File: config.mk
export PLATFORM = sky130hd
export DESIGN_NAME = i2c_master_byte_engine
export DESIGN_NICKNAME = d
export VERILOG_FILES = /design/src/design/i2cm_pkg.sv /design/src/design/i2cm_front.sv /design/src/design/i2cm_fifo.sv /design/src/design/i2cm_back.sv /design/src/design/i2c_master_byte_engine.sv
export SDC_FILE = /design/constraint.sdc
export NUM_CORES = 1
export LEC_CHECK = 0
export BUFFER_PORTS_ARGS = -buffer_cell sky130_fd_sc_hd__buf_2
export CAP_MARGIN = 25
export CORE_MARGIN = 3
export CORE_UTILIZATION = 60
export DETAILED_ROUTE_END_ITERATION = 8
export PLACE_DENSITY = 0.8
export SYNTH_ARGS = -nofsm -noshare
export SYNTH_HDL_FRONTEND = slang
export SYNTH_SLANG_ARGS = --single-unit
File: constraint.sdc
create_clock -name clk -period 8.85 [get_ports clk]
set_clock_uncertainty 0.05 [all_clocks]
set_input_delay 1.77 -clock clk [delete_from_list [all_inputs] [get_ports clk]]
set_output_delay 1.77 -clock clk [all_outputs]
set_load 0.05 [all_outputs]
File: src/design/i2cm_pkg.sv
// shared types and constants for the i2c master byte engine
package i2cm_pkg;

  localparam int unsigned HALF_W     = 16;
  localparam int unsigned POLL_W     = 8;
  localparam int unsigned BYTE_W     = 8;
  localparam int unsigned BIT_CNT_W  = 4;
  localparam int unsigned CFG_W      = 16;
  localparam int unsigned CFG_IDX_W  = 1;
  localparam int unsigned FIFO_DEPTH = 2;
  localparam int unsigned FIFO_PTR_W = $clog2(FIFO_DEPTH);
  localparam int unsigned FIFO_CNT_W = $clog2(FIFO_DEPTH + 1);

  localparam logic [HALF_W-1:0]    HALF_RESET = HALF_W'(16);
  localparam logic [POLL_W-1:0]    POLL_RESET = POLL_W'(250);
  localparam logic [BIT_CNT_W-1:0] BIT_LIMIT  = BIT_CNT_W'(8);

  typedef enum logic [CFG_IDX_W-1:0] {
    CFG_HALF_PERIOD = 1'b0,
    CFG_ACK_POLL    = 1'b1
  } cfg_idx_t;

  typedef enum logic [1:0] {
    KIND_START = 2'd0,
    KIND_STOP  = 2'd1,
    KIND_WRITE = 2'd2,
    KIND_READ  = 2'd3
  } kind_t;

  typedef enum logic [2:0] {
    OP_NONE,
    OP_START,
    OP_STOP,
    OP_WRITE,
    OP_READ
  } op_t;

  typedef enum logic [3:0] {
    P_IDLE,
    P_ST1,
    P_ST2,
    P_SP1,
    P_SP2,
    P_WLO,
    P_WHI,
    P_AKLO,
    P_AKHI,
    P_RLO,
    P_RHI,
    P_RALO,
    P_RAHI
  } phase_t;

  typedef struct packed {
    logic              cmd_valid;
    logic [1:0]        kind;
    logic [BYTE_W-1:0] tx_byte;
    logic              send_ack;
    logic              sda_in;
  } i2cm_in_t;

  typedef struct packed {
    logic              scl_level;
    logic              sda_pull_low;
    logic              cmd_ready;
    logic              cmd_done;
    logic [BYTE_W-1:0] rx_byte;
    logic              ack_missing;
    logic              timed_out;
  } i2cm_out_t;

  typedef struct packed {
    op_t               op;
    logic [BYTE_W-1:0] tx_byte;
    logic              send_ack;
    logic              sda_in;
  } i2cm_item_t;

endpackage

File: src/design/i2cm_front.sv
// input stage: takes words and decodes the command into an operation
module i2cm_front (
  input  logic                 clk,
  input  logic                 rst_n,
  input  logic                 in_valid,
  output logic                 in_ready,
  input  i2cm_pkg::i2cm_in_t   in_data,
  output logic                 item_valid,
  input  logic                 item_ready,
  output i2cm_pkg::i2cm_item_t item
);

  logic                 valid_r;
  logic                 valid_nxt;
  i2cm_pkg::i2cm_item_t item_r;
  i2cm_pkg::i2cm_item_t item_nxt;
  logic                 take;

  assign in_ready   = !valid_r || item_ready;
  assign take       = in_valid && in_ready;
  assign item_valid = valid_r;
  assign item       = item_r;

  always_comb begin
    item_nxt.tx_byte  = in_data.tx_byte;
    item_nxt.send_ack = in_data.send_ack;
    item_nxt.sda_in   = in_data.sda_in;
    item_nxt.op       = i2cm_pkg::OP_NONE;
    if (in_data.cmd_valid) begin
      case (i2cm_pkg::kind_t'(in_data.kind))
        i2cm_pkg::KIND_START: item_nxt.op = i2cm_pkg::OP_START;
        i2cm_pkg::KIND_STOP:  item_nxt.op = i2cm_pkg::OP_STOP;
        i2cm_pkg::KIND_WRITE: item_nxt.op = i2cm_pkg::OP_WRITE;
        i2cm_pkg::KIND_READ:  item_nxt.op = i2cm_pkg::OP_READ;
        default:              item_nxt.op = i2cm_pkg::OP_NONE;
      endcase
    end
  end

  always_comb begin
    valid_nxt = valid_r;
    if (take) begin
      valid_nxt = 1'b1;
    end else if (item_ready) begin
      valid_nxt = 1'b0;
    end
  end

  always_ff @(posedge clk) begin
    if (!rst_n) begin
      valid_r <= 1'b0;
    end else begin
      valid_r <= valid_nxt;
    end
  end

  always_ff @(posedge clk) begin
    if (take) begin
      item_r <= item_nxt;
    end
  end

endmodule

File: src/design/i2cm_fifo.sv
// short queue of decoded words between front and back
module i2cm_fifo (
  input  logic                 clk,
  input  logic                 rst_n,
  input  logic                 push_valid,
  output logic                 push_ready,
  input  i2cm_pkg::i2cm_item_t push_item,
  output logic                 pop_valid,
  input  logic                 pop_ready,
  output i2cm_pkg::i2cm_item_t pop_item
);

  i2cm_pkg::i2cm_item_t                      mem_r [i2cm_pkg::FIFO_DEPTH];
  logic [i2cm_pkg::FIFO_PTR_W-1:0]           wr_ptr_r;
  logic [i2cm_pkg::FIFO_PTR_W-1:0]           wr_ptr_nxt;
  logic [i2cm_pkg::FIFO_PTR_W-1:0]           rd_ptr_r;
  logic [i2cm_pkg::FIFO_PTR_W-1:0]           rd_ptr_nxt;
  logic [i2cm_pkg::FIFO_CNT_W-1:0]           count_r;
  logic [i2cm_pkg::FIFO_CNT_W-1:0]           count_nxt;
  logic                                      push;
  logic                                      pop;

  localparam logic [i2cm_pkg::FIFO_PTR_W-1:0] PTR_LAST =
    i2cm_pkg::FIFO_PTR_W'(i2cm_pkg::FIFO_DEPTH - 1);
  localparam logic [i2cm_pkg::FIFO_CNT_W-1:0] CNT_FULL =
    i2cm_pkg::FIFO_CNT_W'(i2cm_pkg::FIFO_DEPTH);

  assign push_ready = (count_r != CNT_FULL);
  assign pop_valid  = (count_r != '0);
  assign push       = push_valid && push_ready;
  assign pop        = pop_valid && pop_ready;
  assign pop_item   = mem_r[rd_ptr_r];

  always_comb begin
    wr_ptr_nxt = wr_ptr_r;
    rd_ptr_nxt = rd_ptr_r;
    count_nxt  = count_r;
    if (push) begin
      wr_ptr_nxt = (wr_ptr_r == PTR_LAST) ? '0 : wr_ptr_r + 1'b1;
    end
    if (pop) begin
      rd_ptr_nxt = (rd_ptr_r == PTR_LAST) ? '0 : rd_ptr_r + 1'b1;
    end
    if (push && !pop) begin
      count_nxt = count_r + 1'b1;
    end else if (pop && !push) begin
      count_nxt = count_r - 1'b1;
    end
  end

  always_ff @(posedge clk) begin
    if (!rst_n) begin
      wr_ptr_r <= '0;
      rd_ptr_r <= '0;
      count_r  <= '0;
    end else begin
      wr_ptr_r <= wr_ptr_nxt;
      rd_ptr_r <= rd_ptr_nxt;
      count_r  <= count_nxt;
    end
  end

  always_ff @(posedge clk) begin
    if (push) begin
      mem_r[wr_ptr_r] <= push_item;
    end
  end

`ifndef SYNTH
  a_fifo_bound: assert property (@(posedge clk) disable iff (!rst_n)
    count_r <= CNT_FULL)
    else $error("queue count beyond depth");
`endif

endmodule

File: src/design/i2cm_back.sv
// bus engine: steps the scl/sda phase machine once per word and registers the result
module i2cm_back (
  input  logic                                clk,
  input  logic                                rst_n,
  input  logic                                cfg_we,
  input  logic [i2cm_pkg::CFG_IDX_W-1:0]      cfg_index,
  input  logic [i2cm_pkg::CFG_W-1:0]          cfg_wdata,
  input  logic                                item_valid,
  output logic                                item_ready,
  input  i2cm_pkg::i2cm_item_t                item,
  output logic                                out_valid,
  input  logic                                out_ready,
  output i2cm_pkg::i2cm_out_t                 out_data
);

  logic [i2cm_pkg::HALF_W-1:0]    half_r;
  logic [i2cm_pkg::POLL_W-1:0]    limit_r;

  i2cm_pkg::phase_t               phase_r, phase_nxt;
  logic [i2cm_pkg::BIT_CNT_W-1:0] bit_r, bit_nxt;
  logic [i2cm_pkg::BYTE_W-1:0]    shift_r, shift_nxt;
  logic [i2cm_pkg::HALF_W-1:0]    tick_r, tick_nxt;
  logic [i2cm_pkg::POLL_W-1:0]    poll_r, poll_nxt;
  logic                           scl_r, scl_nxt;
  logic                           sda_r, sda_nxt;
  logic                           ack_r, ack_nxt;
  logic [1:0]                     flags_r, flags_nxt;
  logic [i2cm_pkg::BYTE_W-1:0]    rx_r, rx_nxt;

  logic                           out_valid_r, out_valid_nxt;
  i2cm_pkg::i2cm_out_t            out_data_r, result;

  logic                           step;
  logic                           done;
  logic                           do_enter;
  i2cm_pkg::phase_t               ent;
  logic [i2cm_pkg::HALF_W-1:0]    hp;
  logic [i2cm_pkg::HALF_W-1:0]    tick_inc;
  logic                           phase_end;

  assign item_ready = !out_valid_r || out_ready;
  assign step       = item_valid && item_ready;
  assign out_valid  = out_valid_r;
  assign out_data   = out_data_r;

  assign hp        = (half_r == '0) ? i2cm_pkg::HALF_W'(1) : half_r;
  assign tick_inc  = tick_r + 1'b1;
  assign phase_end = (tick_inc >= hp);

  // config registers
  always_ff @(posedge clk) begin
    if (!rst_n) begin
      half_r  <= i2cm_pkg::HALF_RESET;
      limit_r <= i2cm_pkg::POLL_RESET;
    end else if (cfg_we) begin
      if (cfg_index == i2cm_pkg::CFG_HALF_PERIOD) begin
        half_r <= cfg_wdata[i2cm_pkg::HALF_W-1:0];
      end else if (cfg_index == i2cm_pkg::CFG_ACK_POLL) begin
        limit_r <= cfg_wdata[i2cm_pkg::POLL_W-1:0];
      end
    end
  end

  // next state
  always_comb begin
    phase_nxt = phase_r;
    bit_nxt   = bit_r;
    shift_nxt = shift_r;
    tick_nxt  = tick_r;
    poll_nxt  = poll_r;
    scl_nxt   = scl_r;
    sda_nxt   = sda_r;
    ack_nxt   = ack_r;
    flags_nxt = flags_r;
    rx_nxt    = rx_r;
    done      = 1'b0;
    do_enter  = 1'b0;
    ent       = i2cm_pkg::P_IDLE;
    if (step) begin
      if (phase_r == i2cm_pkg::P_IDLE) begin
        if (item.op != i2cm_pkg::OP_NONE) begin
          bit_nxt  = '0;
          poll_nxt = '0;
          do_enter = 1'b1;
          case (item.op)
            i2cm_pkg::OP_START: ent = i2cm_pkg::P_ST1;
            i2cm_pkg::OP_STOP:  ent = i2cm_pkg::P_SP1;
            i2cm_pkg::OP_WRITE: begin
              shift_nxt = item.tx_byte;
              flags_nxt = 2'b00;
              ent       = i2cm_pkg::P_WLO;
            end
            i2cm_pkg::OP_READ: begin
              shift_nxt = '0;
              ack_nxt   = item.send_ack;
              ent       = i2cm_pkg::P_RLO;
            end
            default: do_enter = 1'b0;
          endcase
        end
      end else begin
        tick_nxt = tick_inc;
        if (phase_end) begin
          case (phase_r)
            i2cm_pkg::P_ST1: begin
              do_enter = 1'b1;
              ent      = i2cm_pkg::P_ST2;
            end
            i2cm_pkg::P_ST2: begin
              scl_nxt   = 1'b0;
              phase_nxt = i2cm_pkg::P_IDLE;
              done      = 1'b1;
            end
            i2cm_pkg::P_SP1: begin
              do_enter = 1'b1;
              ent      = i2cm_pkg::P_SP2;
            end
            i2cm_pkg::P_SP2: begin
              sda_nxt   = 1'b0;
              phase_nxt = i2cm_pkg::P_IDLE;
              done      = 1'b1;
            end
            i2cm_pkg::P_WLO: begin
              do_enter = 1'b1;
              ent      = i2cm_pkg::P_WHI;
            end
            i2cm_pkg::P_WHI: begin
              shift_nxt = {shift_r[i2cm_pkg::BYTE_W-2:0], 1'b0};
              bit_nxt   = bit_r + 1'b1;
              do_enter  = 1'b1;
              ent       = (bit_nxt >= i2cm_pkg::BIT_LIMIT) ? i2cm_pkg::P_AKLO
                                                           : i2cm_pkg::P_WLO;
            end
            i2cm_pkg::P_AKLO: begin
              poll_nxt = '0;
              do_enter = 1'b1;
              ent      = i2cm_pkg::P_AKHI;
            end
            i2cm_pkg::P_AKHI: begin
              if (!item.sda_in) begin
                scl_nxt   = 1'b0;
                phase_nxt = i2cm_pkg::P_IDLE;
                done      = 1'b1;
              end else if (poll_r >= limit_r) begin
                flags_nxt = 2'b11;
                do_enter  = 1'b1;
                ent       = i2cm_pkg::P_SP1;
              end else begin
                poll_nxt = poll_r + 1'b1;
                tick_nxt = '0;
              end
            end
            i2cm_pkg::P_RLO: begin
              do_enter = 1'b1;
              ent      = i2cm_pkg::P_RHI;
            end
            i2cm_pkg::P_RHI: begin
              shift_nxt = {shift_r[i2cm_pkg::BYTE_W-2:0], item.sda_in};
              bit_nxt   = bit_r + 1'b1;
              do_enter  = 1'b1;
              ent       = (bit_nxt >= i2cm_pkg::BIT_LIMIT) ? i2cm_pkg::P_RALO
                                                           : i2cm_pkg::P_RLO;
            end
            i2cm_pkg::P_RALO: begin
              do_enter = 1'b1;
              ent      = i2cm_pkg::P_RAHI;
            end
            i2cm_pkg::P_RAHI: begin
              scl_nxt   = 1'b0;
              rx_nxt    = shift_r;
              phase_nxt = i2cm_pkg::P_IDLE;
              done      = 1'b1;
            end
            default: phase_nxt = i2cm_pkg::P_IDLE;
          endcase
        end
      end
    end
    // levels driven on entry to a half phase
    if (do_enter) begin
      phase_nxt = ent;
      tick_nxt  = '0;
      case (ent)
        i2cm_pkg::P_ST1: begin
          scl_nxt = 1'b1;
          sda_nxt = 1'b0;
        end
        i2cm_pkg::P_ST2, i2cm_pkg::P_SP2: begin
          scl_nxt = 1'b1;
          sda_nxt = 1'b1;
        end
        i2cm_pkg::P_SP1: begin
          scl_nxt = 1'b0;
          sda_nxt = 1'b1;
        end
        i2cm_pkg::P_WLO: begin
          scl_nxt = 1'b0;
          sda_nxt = !shift_nxt[i2cm_pkg::BYTE_W-1];
        end
        i2cm_pkg::P_AKLO, i2cm_pkg::P_RLO: begin
          scl_nxt = 1'b0;
          sda_nxt = 1'b0;
        end
        i2cm_pkg::P_RALO: begin
          scl_nxt = 1'b0;
          sda_nxt = ack_nxt;
        end
        i2cm_pkg::P_WHI, i2cm_pkg::P_AKHI, i2cm_pkg::P_RHI, i2cm_pkg::P_RAHI: begin
          scl_nxt = 1'b1;
        end
        default: begin
          scl_nxt = scl_nxt;
        end
      endcase
    end
  end

  // result word
  always_comb begin
    result.scl_level    = scl_nxt;
    result.sda_pull_low = sda_nxt;
    result.cmd_ready    = (phase_nxt == i2cm_pkg::P_IDLE);
    result.cmd_done     = done;
    result.rx_byte      = rx_nxt;
    result.ack_missing  = flags_nxt[0];
    result.timed_out    = flags_nxt[1];
  end

  always_comb begin
    out_valid_nxt = out_valid_r;
    if (step) begin
      out_valid_nxt = 1'b1;
    end else if (out_ready) begin
      out_valid_nxt = 1'b0;
    end
  end

  always_ff @(posedge clk) begin
    if (!rst_n) begin
      phase_r     <= i2cm_pkg::P_IDLE;
      bit_r       <= '0;
      shift_r     <= '0;
      tick_r      <= '0;
      poll_r      <= '0;
      scl_r       <= 1'b1;
      sda_r       <= 1'b0;
      ack_r       <= 1'b0;
      flags_r     <= 2'b00;
      rx_r        <= '0;
      out_valid_r <= 1'b0;
    end else begin
      phase_r     <= phase_nxt;
      bit_r       <= bit_nxt;
      shift_r     <= shift_nxt;
      tick_r      <= tick_nxt;
      poll_r      <= poll_nxt;
      scl_r       <= scl_nxt;
      sda_r       <= sda_nxt;
      ack_r       <= ack_nxt;
      flags_r     <= flags_nxt;
      rx_r        <= rx_nxt;
      out_valid_r <= out_valid_nxt;
    end
  end

  always_ff @(posedge clk) begin
    if (step) begin
      out_data_r <= result;
    end
  end

`ifndef SYNTH
  a_bit_range: assert property (@(posedge clk) disable iff (!rst_n)
    bit_r <= i2cm_pkg::BIT_LIMIT)
    else $error("bit count past a byte");
`endif

`ifndef SYNTH
  a_done_idle: assert property (@(posedge clk) disable iff (!rst_n)
    (step && done) |=> (phase_r == i2cm_pkg::P_IDLE))
    else $error("command done but engine not idle");
`endif

`ifndef SYNTH
  a_scl_high: assert property (@(posedge clk) disable iff (!rst_n)
    (phase_r == i2cm_pkg::P_ST1 || phase_r == i2cm_pkg::P_ST2 ||
     phase_r == i2cm_pkg::P_SP2 || phase_r == i2cm_pkg::P_WHI ||
     phase_r == i2cm_pkg::P_AKHI || phase_r == i2cm_pkg::P_RHI ||
     phase_r == i2cm_pkg::P_RAHI) |-> scl_r)
    else $error("scl low in a high half phase");
`endif

endmodule

File: src/design/i2c_master_byte_engine.sv
// top level of the i2c master byte engine: front stage, queue and bus engine
//
//   channel | direction | handshake          | payload
//   in      | input     | in_valid/in_ready  | in_data   (one tick word)
//   out     | output    | out_valid/out_ready| out_data  (one result word)
//   cfg     | input     | cfg_we             | cfg_index, cfg_wdata
//
// one word per cycle sustained while out_ready stays high, as the bus engine steps its phase machine once per word
// after accept a word is registered in the front register, the queue and the result register
// reset is synchronous: divider 16, poll limit 250, bus idle with scl high and sda released
// a stalled out channel fills the result register, then the two-entry queue, then the
// front register, and only then drops in_ready
module i2c_master_byte_engine (
  input  logic                           clk,
  input  logic                           rst_n,
  input  logic                           in_valid,
  output logic                           in_ready,
  input  i2cm_pkg::i2cm_in_t             in_data,
  output logic                           out_valid,
  input  logic                           out_ready,
  output i2cm_pkg::i2cm_out_t            out_data,
  input  logic                           cfg_we,
  input  logic [i2cm_pkg::CFG_IDX_W-1:0] cfg_index,
  input  logic [i2cm_pkg::CFG_W-1:0]     cfg_wdata
);

  logic                 fr_valid;
  logic                 fr_ready;
  i2cm_pkg::i2cm_item_t fr_item;
  logic                 q_valid;
  logic                 q_ready;
  i2cm_pkg::i2cm_item_t q_item;

  i2cm_front u_front (
    .clk        (clk),
    .rst_n      (rst_n),
    .in_valid   (in_valid),
    .in_ready   (in_ready),
    .in_data    (in_data),
    .item_valid (fr_valid),
    .item_ready (fr_ready),
    .item       (fr_item)
  );

  i2cm_fifo u_fifo (
    .clk        (clk),
    .rst_n      (rst_n),
    .push_valid (fr_valid),
    .push_ready (fr_ready),
    .push_item  (fr_item),
    .pop_valid  (q_valid),
    .pop_ready  (q_ready),
    .pop_item   (q_item)
  );

  i2cm_back u_back (
    .clk        (clk),
    .rst_n      (rst_n),
    .cfg_we     (cfg_we),
    .cfg_index  (cfg_index),
    .cfg_wdata  (cfg_wdata),
    .item_valid (q_valid),
    .item_ready (q_ready),
    .item       (q_item),
    .out_valid  (out_valid),
    .out_ready  (out_ready),
    .out_data   (out_data)
  );

endmodule

* After elaboration in Yosys (flattened, before gate mapping)
Memory sizes are Yosys's and may differ from the RTL's. A register that Yosys moved wholly into a read port is not among the register bits.
Cells that the tools add are included.
** Cells by class
- Order comparisons :: 3
- Eq/ne operators :: 36
- $add $sub $neg :: 7
- Reductions and logical operators :: 42
- Multiplexer cells :: 89
- Bitwise logic cells :: 4
** Operator list (count)
- two-way mux 8 bit :: 13
- two-way mux 16 bit :: 5
- two-way mux 4 bit :: 14
- case mux 8 bit (2 select lines) :: 3
- == test 4 bit (second input constant) :: 10
- case mux 4 bit (9 select lines) :: 1
- == test 4 x 3 -> 1 bit (second input constant) :: 8
- two-way mux 1 bit :: 32
- two-way mux 2 bit :: 13
- adder 16 x 1 -> 16 bit (second input constant) :: 1
- == test 4 x 2 -> 1 bit (second input constant) :: 4
- greater-or-equal comparator 16 bit :: 1
- zero test 16 bit :: 1
- case mux 4 bit (4 select lines) :: 1
- case mux 3 bit (4 select lines) :: 1
- nonzero test 2 bit :: 6
- nonzero test 3 bit :: 3
- OR reduction 3 bit :: 3
- adder 8 x 1 -> 8 bit (second input constant) :: 1
- == test 4 x 1 -> 1 bit (second input constant) :: 2
- greater-or-equal comparator 8 bit :: 1
- zero test 4 bit :: 2
- case mux 1 bit (2 select lines) :: 4
- case mux 4 bit (2 select lines) :: 1
- other kinds (29) :: 50
** Storage, ports and cells
- Memories kept :: 1
- Logic and storage cells :: 211
- Output and inout port bits :: 16
- Bits of input ports :: 35
- Bits in writable memories :: 26
- Register bits :: 110
** Memory list
- u_fifo.mem_r :: words 2, bits a word 13, read ports 1, clocked after Yosys merged registers in 1, wr ports 1, RTL line i2cm_fifo.sv:13 : i2cm_pkg::i2cm_item_t mem_r [i2cm_pkg::FIFO_DEPTH];

* Depth between registers and ports, before layout
Gate-level depths: netlist of the first run.
- Depth in word-level cells :: 11
- Depth in mapped cells :: 16
- Gate-level depth less buffers :: 15

* Modules after synthesis
From an unflattened synthesis of the first run, not the netlist that was laid out.
** Unflattened totals
- Cells, all modules :: 674
- Area total of the unflattened synthesis :: 6807.8 um^2
** By module, submodules not included
- i2cm_back :: area an instance 5119.9 um^2, cells an instance 584, instances 1, seq. area each 1981.9 um^2
- i2cm_fifo :: area an instance 1174.9 um^2, cells an instance 64, instances 1, seq. area each 880.8 um^2
- i2cm_front :: area an instance 513.0 um^2, cells an instance 26, instances 1, seq. area each 410.4 um^2

* Least setup slack after synthesis of the first run
Ideal clock, no wire load.
- Path kind :: input to register
- Start point :: input out_ready
- End point :: register u_back.out_data_r, in the netlist u_back.out_data[2] (data pin)
- Setup slack :: 4838 ps
- Stages on the path :: 8
- Data arrival time :: 3700 ps
- Data required time :: 8538 ps
- Setup time :: 262 ps
- Cells stage by stage :: nor2b_1 -> or2_2 -> clkbuf_1 -> clkinv_1 -> nand2_1 -> nor2_1 -> nand4_1 -> mux2_2
** RTL lines
- from (decl) :: RTL line i2c_master_byte_engine.sv:20 : input logic out_ready,
- to (signal assigned) :: RTL line i2cm_back.sv:268 : out_data_r <= result;
- to (decl) :: RTL line i2cm_back.sv:31 : i2cm_pkg::i2cm_out_t out_data_r, result;

* Final worst setup path of the first run
- Start point :: register u_back.tick_r[2] in the netlist's numbering
- End point :: register u_back.tick_r[12] in the netlist's numbering
** Between the ends
- Longest elaborated chain between the ends :: 6
** RTL lines
- from (decl) :: RTL line i2cm_back.sv:22 : logic [i2cm_pkg::HALF_W-1:0] tick_r, tick_nxt;
- from (signal assigned) :: RTL line i2cm_back.sv:255 : tick_r <= tick_nxt;
- adder 16 x 1 -> 16 bit (*) :: RTL line i2cm_back.sv:47 : assign tick_inc = tick_r + 1'b1;
- greater-or-equal comparator 16 bit :: RTL line i2cm_back.sv:48 : assign phase_end = (tick_inc >= hp);
- two-way mux 1 bit :: RTL line i2cm_back.sv:103 : if (phase_end) begin
- two-way mux 1 bit :: RTL line i2cm_back.sv:80 : if (phase_r == i2cm_pkg::P_IDLE) begin
- two-way mux 1 bit :: RTL line i2cm_back.sv:79 : if (step) begin
- OR reduction 2 bit (no line)
Mark *: on every way between the ends. The rest lies on a longest branch, timed or not.
A chain may end at the register's enable or synchronous reset.

==> impl_metrics.json, run 1 <==
{
  "status": "finished, final reports clean",
  "ys.flop_type": "dfxtp_1",
  "cp_num_cells": 15,
  "total_power_mw": 1.99,
  "dp_hpwl_microns": 9600,
  "cts_max_level": 4,
  "die_h_microns": 111,
  "clock_path_buffers": 2,
  "dr.pass1.iters": 5,
  "async_flop_share_pct": 0,
  "grtUsageTotal_pct": 22.8,
  "min_path_cells": 0,
  "finalSetupViolations": 0,
  "crit_slowest_cell": "nor3_1",
  "cts.clk_slew.worst_paths_ns": 0.06,
  "grt_pass1_wl_microns": 23200,
  "drt_wl_total_microns": 13800,
  "die_x_microns": 111,
  "final_cell_mix": "84 x dfxtp_1, 72 x nand2_1, 53 x edfxtp_1",
  "crit_top_cell": "a21oi_1",
  "synth.distinct_cells": 65,
  "synth_edf_count": 53,
  "regArea_sq_um": 3270,
  "viasPerCell": 5.92,
  "layout_commonest_cell": "dfxtp_1",
  "routedWlPerCell_microns": 16.0,
  "grt-ovfl-total": 0,
  "fill_cells": 779,
  "cts-root-buf": "clkbuf_8",
  "crit_path_start_kind": "flop",
  "drv_cap": 0,
  "max_freq_mhz": 218,
  "antenna-diode-count": 0,
  "clkLatencyLatePin_ns": 0.54,
  "min_path_type": "reg -> reg",
  "ys_seq_elements": 137,
  "grt_max_degree": 70,
  "max_slew_margin_pct": 47.9,
  "gp_congestion": 0.891,
  "placedCellCount": 828,
  "arrival_ns": 4.98,
  "synth-warning-count": 0,
  "critical_path_peak_fanout": 16,
  "ys_seq_area_share_pct": 49.1,
  "place_ws_ns": 3.80,
  "worst_slew_pin_slew_ns": 0.779,
  "multiInputGateArea_sq_um": 3140,
  "syn_nets": 735,
  "instances_no_fill": 863,
  "start_util_pct": 63.2,
  "synthToLayoutAreaGrowth_pct": 13.7,
  "ir_drop_uv": 201,
  "synth_area_sq_um": 6670,
  "crit_buf_inv": 1,
  "ctsResizeCount": 0,
  "grt_pass1_vias": 4858,
  "critical-path-top-delay-family": "simple AND/OR/NAND/NOR gates",
  "path_cells": "and3_1 > and3_1 > nand3_1 > nor3_1 > nand3_1 > xnor2_1 > ha_1 > a21oi_1 > o21ai_0 > nor3_1 > a21oi_1 > buf_4 > o21ai_1 > nand2_1 > a21oi_1",
  "final_nets": 780,
  "finalCriticalPeriod_ns": 4.58,
  "max_stage_delay_ns": 0.51,
  "route.vias.total": 5110,
  "grt_antenna_before_repair": 0,
  "synthCells": 669,
  "fin_tns_setup_ns": 0,
  "p_leak_nw": 3.08,
  "post_cts_buffers": 0,
  "fp.coreArea_sq_um": 10600,
  "worstSetupPathType": "reg -> reg",
  "layout_worst_path_cycle_share_pct": 51.8,
  "portBuffers": 50,
  "drive_gt1_share_pct": 15.4,
  "final_util_pct": 71.8,
  "drtIter0Drc": 418,
  "hold_viol": 0,
  "p_per_area_nw_per_um2": 262,
  "numCtsBuffers": 17,
  "r2r_cells": 15,
  "num_rows": 37,
  "rsz0062_at_grt": "false",
  "cts_tree": "done",
  "die-area_sq_um": 12400,
  "io_pins": 51,
  "syn-mean-instance-area_sq_um": 9.97,
  "postRouteAntennaNets": 0,
  "cts.sinks": 137,
  "cp_data_required_time_ns": 9.25,
  "drc": 0,
  "crit_path_end_kind": "flop",
  "postCtsHoldBufs": 0,
  "setup_ws_ns": 4.27,
  "maxSlewViolCount": 0
}
==> cell usage after synthesis (3+ instances only) <==
master      n  share of area (%)
nor4_1      5               0.47
or4_1       3               0.34
o2111ai_1   3               0.39
xnor2_1    12                1.6
and3_1     10               0.94
nand3b_1    4               0.45
ha_1       31                5.8
dfxtp_1    84                 25
o21ai_0    27                2.0
o211a_1     7                1.1
a21boi_0   25                2.8
and2_1     23                2.2
or4b_1      4               0.60
nor2_1     37                2.1
mux2i_1     6               0.90
nand4_1     6               0.56
or3_1       3               0.28
o21a_1      5               0.56
o211ai_1   14                1.6
a22oi_1    21                2.4
nor3_1      8               0.60
edfxtp_1   53                 24
xor2_1      7               0.92
a21boi_1    4               0.45
nand2_1    72                4.1
mux2_2     16                2.7
nand2b_1    8               0.75
a21o_1      9                1.0
a31oi_1     7               0.66
clkbuf_1   27                1.5
nor2b_1    17                1.6
inv_1      36                2.0
nand3_1    18                1.4
a21oi_1    20                1.5
==> final cells by class <==
cell class / count / share of cell area [%]
Sequential cell: 137 / 43.2
Tap cell: 136 / 2.24
Inverter: 37 / 1.83
Multi-Input combinational cell: 465 / 41.4
Clock inverter: 15 / 1.77
Timing Repair Buffer: 56 / 4.16
Clock buffer: 17 / 5.46
==> stage by stage <==
step	hold slack (ns)	area [sq um]
5_1_grt	0.397	7580
3_5_place_dp	0.381	6990
3_3_place_gp	0.373	6990
4_1_cts	0.395	7540
6_report	0.393	7580
2_1_floorplan	0.371	6670
==> where the power goes <==
| part | internal, mW | switching (mW) |
|---|---|---|
| registers | 0.742 | 0.0689 |
| logic | 0.183 | 0.351 |
| clock network | 0.355 | 0.291 |
| total | 1.28 | 0.710 |
==> worst reg2reg max path: stages, from the launching register on <==
cell,delay [ns]
dfxtp_1,0.39
and3_1,0.22
and3_1,0.23
nand3_1,0.22
nor3_1,0.51
nand3_1,0.22
xnor2_1,0.23
ha_1,0.28
a21oi_1,0.15
o21ai_0,0.13
nor3_1,0.48
a21oi_1,0.15
buf_4,0.21
o21ai_1,0.31
nand2_1,0.43
a21oi_1,0.30
==> worst paths after layout <==
path                                       start            endpoint  slack, ns
worst min register to register   u_front.item[0]  u_fifo.mem_r[1][0]       0.39
worst max register to register  u_back.tick_r[2]   u_back.tick_r[12]       4.27
worst max-delay path            u_back.tick_r[2]   u_back.tick_r[12]       4.27
worst min-delay path             u_front.item[0]  u_fifo.mem_r[1][0]       0.39
==> sequential cells by signal, indices dropped and copies added, names as in the netlist, 13 cells and up, named ones only <==
| signal | count |
|---|---|
| u_front.item | 13 |
| u_back.out_data | 14 |
| u_back.tick_r | 16 |
| u_fifo.mem_r | 26 |
| u_back.half_r | 16 |
==> kinds of logic after synthesis <==
family | count (synthesis) | share of synthesized area (%)
and+or+nand+nor | 228 | 17.6
buffers and inverters | 67 | 3.88
adders and majority gates | 31 | 5.82
xor gates and xnor gates | 19 | 2.50
AOI/OAI and AO/OA | 165 | 17.6
muxes | 22 | 3.60
DFF | 137 | 49.1
==> routing by layer <==
layer | routed length [microns] | vias up | global-route usage (%)
met5 | 0 | - | 0
met4 | 273 | 0 | 8.60
met3 | 739 | 36 | 6.58
met2 | 6490 | 155 | 35.8
met1 | 6310 | 2404 | 30.2
li1 | - | 2515 | -
No activity file was read; power rests on OpenSTA's default activity.
==> run 2, diff against run 1 <==
==> constraint.sdc (replaced) <==
create_clock -name clk -period 4.3 [get_ports clk]
set_clock_uncertainty 0.05 [all_clocks]
set_input_delay 0.86 -clock clk [delete_from_list [all_inputs] [get_ports clk]]
set_output_delay 0.86 -clock clk [all_outputs]
set_load 0.05 [all_outputs]
==> impl_metrics.json, run 2 (synthesis gave the netlist of run 1 again) <==
{
  "die_h_microns": 111,
  "ir_drop_uv": 504,
  "hold_viol": 0,
  "dp_hpwl_microns": 9930,
  "num_rows": 37,
  "drive_gt1_share_pct": 16.8,
  "postRouteAntennaNets": 0,
  "cts.clk_slew.worst_paths_ns": 0.06,
  "drc": 0,
  "cp-startpoint": "u_back.tick_r[2]",
  "grt_max_degree": 44,
  "cts-root-buf": "clkbuf_8",
  "largest_reg_flops": 26,
  "top_register": "u_fifo.mem_r",
  "final_cell_mix": "84 x dfxtp_1, 71 x nand2_1, 53 x edfxtp_1",
  "drv_cap": 0,
  "status": "finished, final reports clean",
  "placedCellCount": 836,
  "crit_buf_inv": 1,
  "grtUsageMet1_pct": 29.8,
  "clkLatencyLatePin_ns": 0.53,
  "worstSetupPathType": "reg -> reg",
  "grt_antenna_before_repair": 0,
  "io_pins": 51,
  "start_util_pct": 63.2,
  "r2r_cells": 16,
  "max_slew_margin_pct": 47.5,
  "grt-ovfl-total": 0,
  "grt.met3_usage_pct": 5.98,
  "grt_pass1_vias": 5081,
  "critical-path-top-delay-family": "simple AND/OR/NAND/NOR gates",
  "busiest_layer": "met2",
  "portBuffers": 50,
  "fp.coreArea_sq_um": 10600,
  "dr.pass1.iters": 5,
  "viasPerCell": 5.95,
  "cts_max_level": 4,
  "crit_path_start_kind": "flop",
  "drt_wl_total_microns": 14400,
  "reg2reg_slack_ns": 0.33,
  "synthToLayoutAreaGrowth_pct": 15.2,
  "routedWlPerCell_microns": 16.6,
  "critical_path_peak_fanout": 8,
  "rsz0062_at_grt": "false",
  "fin_tns_setup_ns": 0,
  "largest_registers": "u_fifo.mem_r x26, u_back.half_r x16, u_back.tick_r x16",
  "clock_path_buffers": 2,
  "layout_worst_path_cycle_share_pct": 92.4,
  "worst_slew_pin_slew_ns": 0.783,
  "max_freq_mhz": 252,
  "worstReg2RegEnd": "u_back.rx_r[1]",
  "layout_commonest_cell": "dfxtp_1",
  "cp_num_cells": 16,
  "cts.sinks": 137,
  "route.vias.total": 5175,
  "use_met2_pct": 39.5,
  "die-area_sq_um": 12400,
  "maxSlewViolCount": 0,
  "arrival_ns": 4.35,
  "grtUsageTotal_pct": 23.9,
  "grt_pass1_wl_microns": 24000,
  "crit_path_end_kind": "flop",
  "instances_no_fill": 870,
  "drtIter0Drc": 437,
  "p_per_area_nw_per_um2": 554,
  "path_cells": "and3_1 > and3_1 > nand3_1 > nor3_2 > nand3_1 > xnor2_1 > ha_1 > a21oi_1 > o21ai_0 > nor3_2 > a21o_1 > nor2_1 > nand4_1 > buf_4 > mux2_2 > and2_1",
  "numCtsBuffers": 17,
  "min_path_type": "reg -> reg",
  "gp_congestion": 0.922,
  "cp_data_required_time_ns": 4.67,
  "crit_slowest_cell": "dfxtp_1",
  "crit_end": "u_back.rx_r[1]",
  "final_nets": 787,
  "antenna-diode-count": 0,
  "p_leak_nw": 3.12,
  "cts_tree": "done",
  "finalSetupViolations": 0,
  "postCtsHoldBufs": 0,
  "min_path_cells": 0,
  "finalCriticalPeriod_ns": 3.97,
  "worstReg2RegStart": "u_back.tick_r[2]",
  "whs_ns": 0.393,
  "max_stage_delay_ns": 0.41,
  "die_x_microns": 111
}
==> run 2: cell count changes in the layout (fill, tap and decap cells not counted), sizes merged <==
cell	previous run	this run
clkinvlp	1	4
clkinv	8	7
bufinv	0	3
buf	56	63
inv	43	37
clkbuf	17	18
==> run 2: worst min-delay path by stage <==
stage | startpoint | endpoint | slack, ns
5_1_grt | u_front.item[11] | u_fifo.mem_r[0][11] | 0.40
3_3_place_gp | u_front.item[2] | u_fifo.mem_r[0][2] | 0.37
2_1_floorplan | u_front.item[0] | u_fifo.mem_r[0][0] | 0.37
3_5_place_dp | u_front.item[11] | u_fifo.mem_r[0][11] | 0.38
4_1_cts | u_front.item[11] | u_fifo.mem_r[0][11] | 0.39
6_report | u_front.item[11] | u_fifo.mem_r[0][11] | 0.39
==> run 2: layer usage <==
layer | vias to the layer above | part of all wire, %
met5 | - | 0
met2 | 181 | 49
met3 | 34 | 5.9
li1 | 2534 | -
met4 | 0 | 2.4
met1 | 2426 | 43
==> run 2: layout make-up <==
class	count	area, sq um
repair buffers	63	348
inverters	37	139
clock inverters	14	174
well taps	136	170
multi-input cells	465	3160
clock buffers	18	418
flip-flops and latches	137	3270
fillers	748	2880
==> run 2: where the power goes <==
group | switching (mW) | internal (mW) | total [mW]
logic | 0.786 | 0.392 | 1.18
registers | 0.106 | 1.53 | 1.63
clock network | 0.559 | 0.885 | 1.44
total | 1.45 | 2.80 | 4.25
==> run 2: worst register-to-register path: stages, from the launching register on <==
cell,delay [ns]
dfxtp_1,0.41
and3_1,0.23
and3_1,0.23
nand3_1,0.21
nor3_2,0.27
nand3_1,0.18
xnor2_1,0.17
ha_1,0.31
a21oi_1,0.14
o21ai_0,0.14
nor3_2,0.33
a21o_1,0.31
nor2_1,0.10
nand4_1,0.08
buf_4,0.18
mux2_2,0.37
and2_1,0.17
==> run 2: metrics by stage <==
| stage | utilization [%] | setup slack [ns] | instance area, sq um | power (mW) |
|---|---|---|---|---|
| after floorplan | - | 0.552 | 6670 | 2.52 |
| after global placement | 66.7 | 0.395 | 7040 | 2.77 |
| after detailed placement | 66.8 | 0.161 | 7050 | 2.80 |
| after CTS | 72.4 | 0.120 | 7640 | 4.25 |
| after global routing | 72.8 | 0.0381 | 7680 | 4.46 |
| final | 72.8 | 0.327 | 7680 | 4.25 |
==> run 2: repair_timing <==
item,in CTS,in global routing
gates resized for setup,0,5
setup buffers,0,1
endpoints found under the setup margin,0,51
==> run 3, diff against run 2 <==
--- a/config.mk
+++ b/config.mk
@@ -10,7 +10,8 @@
 export CORE_MARGIN = 3
 export CORE_UTILIZATION = 60
 export DETAILED_ROUTE_END_ITERATION = 8
-export PLACE_DENSITY = 0.8
+export PLACE_DENSITY = 0.78
+export SLEW_MARGIN = 20
 export SYNTH_ARGS = -nofsm -noshare
 export SYNTH_HDL_FRONTEND = slang
 export SYNTH_SLANG_ARGS = --single-unit
==> impl_metrics.json, run 3 (synthesis gave the netlist of run 1 again) <==
{
  "die-area_sq_um": 12400,
  "portBuffers": 50,
  "placedCellCount": 838,
  "numCtsBuffers": 17,
  "drt_wl_total_microns": 14000,
  "finalCriticalPeriod_ns": 4.01,
  "gp_congestion": 0.937,
  "layout_worst_path_cycle_share_pct": 93.3,
  "dr.pass1.iters": 5,
  "critical_path_peak_fanout": 13,
  "crit_slowest_cell": "dfxtp_1",
  "postRouteAntennaNets": 0,
  "largest_reg_flops": 26,
  "largest_registers": "u_fifo.mem_r x26, u_back.half_r x16, u_back.tick_r x16",
  "grtUsageTotal_pct": 23.2,
  "min_path_type": "reg -> reg",
  "ir_drop_uv": 427,
  "num_rows": 37,
  "drtIter0Drc": 326,
  "whs_ns": 0.394,
  "setup_ws_ns": 0.288,
  "max_freq_mhz": 249,
  "postCtsHoldBufs": 0,
  "route.vias.total": 5165,
  "layout_commonest_cell": "dfxtp_1",
  "drv_cap": 0,
  "final_util_pct": 72.9,
  "worst_slew_pin_slew_ns": 0.723,
  "instances_no_fill": 872,
  "crit_path_start_kind": "flop",
  "dp_hpwl_microns": 9820,
  "worstSetupPathType": "reg -> reg",
  "routedWlPerCell_microns": 16.0,
  "grt_pass1_wl_microns": 23600,
  "crit_path_end_kind": "flop",
  "status": "finished, final reports clean",
  "antenna-diode-count": 0,
  "drc": 0,
  "cts_max_level": 4,
  "cp_data_required_time_ns": 4.67,
  "fp.coreArea_sq_um": 10600,
  "clock_path_buffers": 2,
  "cts.sinks": 137,
  "finalSetupViolations": 0,
  "place_ws_ns": 0.181,
  "start_util_pct": 63.2,
  "cts.clk_slew.worst_paths_ns": 0.06,
  "arrival_ns": 4.39,
  "top_register": "u_fifo.mem_r",
  "p_leak_nw": 3.14,
  "die_h_microns": 111,
  "total_power_mw": 4.22,
  "grt_antenna_before_repair": 0,
  "p_per_area_nw_per_um2": 549,
  "final_nets": 789,
  "max_stage_delay_ns": 0.41,
  "path_cells": "and3_1 > and3_1 > nand3_1 > nor3_2 > nand3_1 > xnor2_1 > ha_1 > nand2_1 > o21ai_0 > nor2_1 > a21oi_1 > buf_4 > o21ai_1 > o311ai_1 > nand4_1 > and2_1",
  "hold_viol": 0,
  "max_slew_margin_pct": 51.7,
  "drive_gt1_share_pct": 16.8,
  "grt-ovfl-total": 0,
  "clkLatencyLatePin_ns": 0.53,
  "grt_max_degree": 70,
  "final_cell_mix": "84 x dfxtp_1, 71 x nand2_1, 53 x edfxtp_1",
  "synthToLayoutAreaGrowth_pct": 15.3,
  "io_pins": 51,
  "cts-root-buf": "clkbuf_8",
  "cts_tree": "done",
  "maxSlewViolCount": 0,
  "viasPerCell": 5.92,
  "die_x_microns": 111,
  "grt_pass1_vias": 5136
}
-- run 3: final timing paths --
path / cells after the start / to / start / slack (ns)
setup / recovery: 16 / u_back.sda_r / u_back.tick_r[3] / 0.29
hold / removal: 0 / u_fifo.mem_r[0][0] / u_front.item[0] / 0.39
setup reg to reg: 16 / u_back.sda_r / u_back.tick_r[3] / 0.29
hold reg to reg: 0 / u_fifo.mem_r[0][0] / u_front.item[0] / 0.39
-- run 3: repair_timing --
action | in CTS | in global routing
hold endpoints to repair | 0 | 0
buffers inserted | 0 | 1
gates resized for setup | 0 | 4
setup endpoints to repair | 0 | 38
-- run 3: cell type report --
cell class              count  area, sq um
clock buffers              17          414
clock inverters            15          166
fillers                   770         2860
inverters                  37          139
multi-input cells         465         3150
flip-flops and latches    137         3270
well taps                 136          170
repair buffers             65          375
-- run 3: routing by layer --
layer / vias to the layer above / wire length (microns) / track usage, %
met5: - / 0 / 0
met4: 0 / 227 / 8.43
met3: 27 / 776 / 6.30
met2: 160 / 6760 / 37.9
met1: 2448 / 6220 / 29.6
li1: 2530 / - / -
-- run 3: report_power, final --
part           switching (mW)  internal [mW]  total [mW]
clock network           0.570          0.836        1.41
registers               0.103           1.52        1.63
logic                   0.789          0.401        1.19
-- run 3: stage by stage --
step	area (sq um)	setup TNS, ns
6_report	7690	0
4_1_cts	7650	0
3_5_place_dp	7070	0
5_1_grt	7690	-0.138
3_3_place_gp	7060	0
2_1_floorplan	6670	0
-- run 3: worst max-delay path, delay by kind of cell, from the launching register on --
family	cells	cell delay, ns
xor gates and xnor gates	1	0.17
and+or+nand+nor	9	1.70
adders and majority gates	1	0.30
buffers and inverters	1	0.25
DFF	1	0.41
AOI/OAI and AO/OA	4	1.04
